===== src/hdl/best_fit_heap_allocator_unit_macros.svh =====
// Assertion helpers for the allocator
`ifndef BEST_FIT_HEAP_ALLOCATOR_UNIT_MACROS_SVH
`define BEST_FIT_HEAP_ALLOCATOR_UNIT_MACROS_SVH

`define BFHA_ASSERT_ALWAYS(lbl, cond, msg) \
   lbl: assert property (@(posedge clock) disable iff (reset) (cond)) else $error(msg);

`define BFHA_ASSERT_NEXT(lbl, pre, post, msg) \
   lbl: assert property (@(posedge clock) disable iff (reset) (pre) |=> (post)) else $error(msg);

`endif


===== src/hdl/bfha_pkg.sv =====
package bfha_pkg;

   localparam int ADDR_W           = 13;
   localparam int ARENA_BYTES      = 4096;
   localparam int HEADER_BYTES     = 16;
   localparam int MAX_SEGMENTS_DEF = 256;

   localparam logic CMD_ALLOC   = 1'b0;
   localparam logic CMD_RELEASE = 1'b1;

   localparam logic [1:0] ST_ALLOC   = 2'd0;
   localparam logic [1:0] ST_NOFIT   = 2'd1;
   localparam logic [1:0] ST_FREED   = 2'd2;
   localparam logic [1:0] ST_BADADDR = 2'd3;

   typedef logic [3:0] op_type;
   localparam op_type OP_NONE   = 4'd0;
   localparam op_type OP_INIT   = 4'd1;
   localparam op_type OP_LOAD   = 4'd2;
   localparam op_type OP_SCAN   = 4'd3;
   localparam op_type OP_DECIDE = 4'd4;
   localparam op_type OP_SHIFT  = 4'd5;
   localparam op_type OP_WRA    = 4'd6;
   localparam op_type OP_WRB    = 4'd7;
   localparam op_type OP_RDN    = 4'd8;
   localparam op_type OP_RDP    = 4'd9;
   localparam op_type OP_MERGE  = 4'd10;
   localparam op_type OP_RESP   = 4'd11;

   typedef struct packed {
      logic              used;
      logic [ADDR_W-1:0] start;
      logic [ADDR_W-1:0] size;
   } seg_type;

   typedef struct packed {
      logic scan_done;
      logic shift_done;
      logic is_release;
      logic go;
      logic rsp_busy;
   } dp_status_type;

endpackage


===== src/hdl/bfha_ctrl.sv =====
module bfha_ctrl (
   input  logic                        clock,
   input  logic                        reset,
   input  logic                        req_tvalid,
   output logic                        req_tready,
   input  bfha_pkg::dp_status_type     stat,
   output bfha_pkg::op_type            op
);

   localparam logic [3:0] S_INIT   = 4'd0;
   localparam logic [3:0] S_IDLE   = 4'd1;
   localparam logic [3:0] S_SCAN   = 4'd2;
   localparam logic [3:0] S_DECIDE = 4'd3;
   localparam logic [3:0] S_SHIFT  = 4'd4;
   localparam logic [3:0] S_WRA    = 4'd5;
   localparam logic [3:0] S_WRB    = 4'd6;
   localparam logic [3:0] S_RDN    = 4'd7;
   localparam logic [3:0] S_RDP    = 4'd8;
   localparam logic [3:0] S_MERGE  = 4'd9;
   localparam logic [3:0] S_RESP   = 4'd10;

   logic [3:0] state_ff, state_in;

   always_ff @(posedge clock) begin
      if (reset) begin
         state_ff <= S_INIT;
      end else begin
         state_ff <= state_in;
      end
   end

   always_comb begin
      state_in   = state_ff;
      op         = bfha_pkg::OP_NONE;
      req_tready = 1'b0;
      case (state_ff)
         S_INIT: begin
            op       = bfha_pkg::OP_INIT;
            state_in = S_IDLE;
         end
         S_IDLE: begin
            req_tready = 1'b1;
            if (req_tvalid) begin
               op       = bfha_pkg::OP_LOAD;
               state_in = S_SCAN;
            end
         end
         S_SCAN: begin
            op = bfha_pkg::OP_SCAN;
            if (stat.scan_done) begin
               state_in = S_DECIDE;
            end
         end
         S_DECIDE: begin
            op = bfha_pkg::OP_DECIDE;
            if (!stat.go) begin
               state_in = S_RESP;
            end else if (stat.is_release) begin
               state_in = S_RDN;
            end else begin
               state_in = S_SHIFT;
            end
         end
         S_SHIFT: begin
            op = bfha_pkg::OP_SHIFT;
            if (stat.shift_done) begin
               state_in = stat.is_release ? S_RESP : S_WRA;
            end
         end
         S_WRA: begin
            op       = bfha_pkg::OP_WRA;
            state_in = S_WRB;
         end
         S_WRB: begin
            op       = bfha_pkg::OP_WRB;
            state_in = S_RESP;
         end
         S_RDN: begin
            op       = bfha_pkg::OP_RDN;
            state_in = S_RDP;
         end
         S_RDP: begin
            op       = bfha_pkg::OP_RDP;
            state_in = S_MERGE;
         end
         S_MERGE: begin
            op       = bfha_pkg::OP_MERGE;
            state_in = S_SHIFT;
         end
         S_RESP: begin
            if (!stat.rsp_busy) begin
               op       = bfha_pkg::OP_RESP;
               state_in = S_IDLE;
            end
         end
         default: begin
            state_in = S_INIT;
         end
      endcase
   end

endmodule


===== config.mk =====
export PLATFORM = sky130hd
export DESIGN_NAME = bfha_ctrl
export DESIGN_NICKNAME = d
export VERILOG_FILES = /design/src/hdl/best_fit_heap_allocator_unit_macros.svh /design/src/hdl/bfha_pkg.sv /design/src/hdl/bfha_ctrl.sv
export SDC_FILE = /design/constraint.sdc
export NUM_CORES = 1
export LEC_CHECK = 0
export BUFFER_PORTS_ARGS = -buffer_cell sky130_fd_sc_hd__buf_2
export CAP_MARGIN = 20
export CELL_PAD_IN_SITES_DETAIL_PLACEMENT = 1
export CELL_PAD_IN_SITES_GLOBAL_PLACEMENT = 2
export CORE_MARGIN = 10
export CORE_UTILIZATION = 28
export CTS_CLUSTER_DIAMETER = 50
export CTS_CLUSTER_SIZE = 10
export DETAILED_ROUTE_END_ITERATION = 8
export PLACE_DENSITY = 0.83
export SLEW_MARGIN = 40
export SYNTH_ARGS = -nofsm -noshare
export SYNTH_HDL_FRONTEND = slang
export SYNTH_SLANG_ARGS = --single-unit

===== constraint.sdc =====
create_clock -name clock -period 3.65 [get_ports clock]
set_input_delay 0.1825 -clock clock [delete_from_list [all_inputs] [get_ports clock]]
set_output_delay 0.1825 -clock clock [all_outputs]
set_load 0.05 [all_outputs]

==> results.sh <==
export IMPL_p_int_uw=198
export IMPL_grt_max_degree=20
export IMPL_ys_ff_latch=4
export IMPL_power_switching_uw=262
export IMPL_crit_start="state_ff[1]$_SDFFE_PP0P_"
export IMPL_clockBufferDepth=2
export IMPL_rows=14
export IMPL_fp_dieH_um=60.7
export IMPL_grt_pass1_vias=511
export IMPL_syn_area_sq_um=464
export IMPL_crit_path_top_delay_cell="dfxtp_1"
export IMPL_n_antenna_cell=0
export IMPL_start_kind="register"
export IMPL_multi_input_area_sq_um=333
export IMPL_cts_resized=0
export IMPL_ff_latch_area_sq_um=80.1
export IMPL_ys_types=34
export IMPL_crit_path_end="state_ff[3]$_SDFFE_PP0P_"
export IMPL_instances_no_fill=90
export IMPL_grt_overflow=0
export IMPL_pwr_share_comb_pct=62.0
export IMPL_cts_sinks=4
export IMPL_htree_num_levels=1
export IMPL_endpoint_kind="register"
export IMPL_worstReg2RegStart="state_ff[1]$_SDFFE_PP0P_"
export IMPL_pwr_share_clk_pct=11.6
export IMPL_fin_crit_ns=1.94
export IMPL_cts_tree="built"
export IMPL_antenna_found_initial=0
export IMPL_via_count=517
export IMPL_slowest_delay_ns=0.68
export IMPL_coreArea_sq_um=1540
export IMPL_p_seq_share_pct=26.4
export IMPL_wl_mm=1.40
export IMPL_worst_slew_pin_slew_ns=0.582
export IMPL_first_pass_iters=4
export IMPL_clkLatencyLatePin_ns=0.23
export IMPL_drt_initial_drc_count=11
export IMPL_vias_per_cell=5.74
export IMPL_netSwitchingFraction_pct=57.0
export IMPL_die_w_um=60.7
export IMPL_yosys_warnings=0
export IMPL_largest_register_ffs=4
export IMPL_dpl_cell_area_sq_um=504
export IMPL_ys_seq_area_share_pct=17.3
export IMPL_cp_cell_sequence="nor3b_1, o21bai_1, a221o_1, or3_1, o41ai_1"
export IMPL_globalplace_congestion=0.673
export IMPL_synth_cells=66
export IMPL_cts_root_buf="clkbuf_4"
export IMPL_pin_count=13
export IMPL_ant_nets=0
export IMPL_io_buffers=12
export IMPL_drive_gt1_share_pct=23.0
export IMPL_hp_class="input port to register"
export IMPL_synth_edff_count=0
export IMPL_period_share_pct=53.1
export IMPL_peakVddDrop_v=0.000343
export IMPL_grt_pass1_wl_mm=2.34
export IMPL_reg2regPathDepth=5
export IMPL_maxSlewHeadroom_pct=61.2
export IMPL_dp_cells=87
export IMPL_drv_slew=0
export IMPL_track_usage_pct=7.67
export IMPL_nets=84
export IMPL_drc=0
export IMPL_worst_setup_path_type="register to register"
export IMPL_n_fill_cell=210
export IMPL_final_area_sq_um=527
export IMPL_regMostFlops="state_ff"
export IMPL_cp_arrival_ns=2.07
export IMPL_routedWlPerCell_um=15.5
export IMPL_r2r_slack_ns=1.71
export IMPL_ys_flop_type="dfxtp_1"
export IMPL_setup_violations=0
export IMPL_numCtsBuffers=3
export IMPL_hold_viol=0
export IMPL_fmax_ghz=0.516
export IMPL_start_util_pct=30.1
export IMPL_p_leak_nw=0.220
export IMPL_syn_avg_cell_area_sq_um=7.03
export IMPL_reg_top3="state_ff: 4 flops"
export IMPL_skew_ns=0.000534
export IMPL_timing_rr_end="state_ff[3]$_SDFFE_PP0P_"
export IMPL_die_area_sq_um=3690
export IMPL_powerDensity_nw_per_um2=873
export IMPL_path_clk_slew_ns=0.04
export IMPL_hold_worst_slack_ns=0.200
export IMPL_status="complete, no violations"
export IMPL_async_flop_share_pct=0
export IMPL_fin_util_pct=34.2
export IMPL_areaGrowthSynthToFinish_pct=13.5
export IMPL_synth_nets=74
export IMPL_post_cts_setup_buffer_count=0
export IMPL_dp_hpwl_mm=1.03
export IMPL_tns_ns=0
export IMPL_path_max_fanout=19
export IMPL_hold_buffers=0
export IMPL_rsz0062_at_grt="no"
export IMPL_worstPathRequired_ns=3.78
export IMPL_drv_cap=0
-- routing by layer --
layer,track usage [%],share of wire [%],vias to the layer above
li1,-,-,262
met1,9.70,47,242
met2,12.1,46,13
met3,2.09,6.5,0
met4,2.82,0,0
met5,0,0,-
-- how the worst min path moves through the flow --
stage / startpoint / endpoint / slack, ns / cells past startpoint
after global routing: reset / state_ff[2]$_SDFFE_PP0P_ / 0.22 / 2
final: reset / state_ff[1]$_SDFFE_PP0P_ / 0.20 / 2
after detailed placement: reset / state_ff[1]$_SDFFE_PP0P_ / 0.43 / 2
after global placement: reset / state_ff[1]$_SDFFE_PP0P_ / 0.43 / 2
after CTS: reset / state_ff[1]$_SDFFE_PP0P_ / 0.19 / 2
after floorplan: reset / state_ff[1]$_SDFFE_PP0P_ / 0.25 / 1
-- cells in the final DEF (no fill, tap or decap), drive strengths merged, types with 2 or more instances in the layout --
master  count
a21oi       6
a31oi       2
buf        12
clkbuf      3
dfxtp       4
inv         3
nand2       7
nand2b      3
nand4b      2
nor2        7
nor3        3
o21ai       2
o32a        2
-- per-stage QoR --
stage,setup slack [ns],power [mW]
6_report,1.71,0.460
5_1_grt,1.58,0.498
4_1_cts,1.70,0.464
3_5_place_dp,1.74,0.409
3_3_place_gp,1.77,0.404
2_1_floorplan,1.42,0.356
-- Yosys cell counts (2+ instances only) --
master | n | share of area, %
o21ai_0 | 2 | 2.2
nor2_1 | 7 | 5.7
buf_2 | 2 | 2.2
a31oi_1 | 2 | 2.7
nand2b_1 | 3 | 4.0
inv_1 | 3 | 2.4
nor3_1 | 3 | 3.2
dfxtp_1 | 4 | 17
nand2_1 | 7 | 5.7
a21oi_1 | 5 | 5.4
o32a_1 | 2 | 4.3
nand4b_1 | 2 | 3.8
clkbuf_1 | 3 | 2.4
-- layout make-up --
cell class                 count  area share, %
clock buffer                   3           4.28
sequential                     4           15.2
multi-input combinational     52           63.2
timing repair buffer          12           11.4
tap                           16           3.80
inverter                       3           2.14
-- power by group through the flow --
stage | Combinational [mW] | Sequential, mW | Clock, mW
detailed placement | 0.288 | 0.121 | 0
global placement | 0.284 | 0.120 | 0
CTS | 0.289 | 0.120 | 0.0552
finish | 0.285 | 0.122 | 0.0532
global route | 0.312 | 0.128 | 0.0573
floorplan | 0.294 | 0.0626 | 0
-- kinds of logic (layout without fill, tap and decap cells) --
| group | Yosys count | in the layout | synth area share, % |
|---|---|---|---|
| and+or+nand+nor | 28 | 28 | 33.7 |
| AOI/OAI and AO/OA | 22 | 22 | 34.0 |
| buffers and inverters | 10 | 18 | 11.1 |
| DFF | 4 | 4 | 17.3 |
| xor gates and xnor gates | 1 | 1 | 1.89 |
| muxes | 1 | 1 | 2.16 |
-- critical path: cells and delay by family, from the launching register on --
family,cells,cell delay [ns]
flops,1,0.68
simple gates,2,0.51
compound gates,3,0.65
Note: power is estimated with default switching activity, not from simulation.
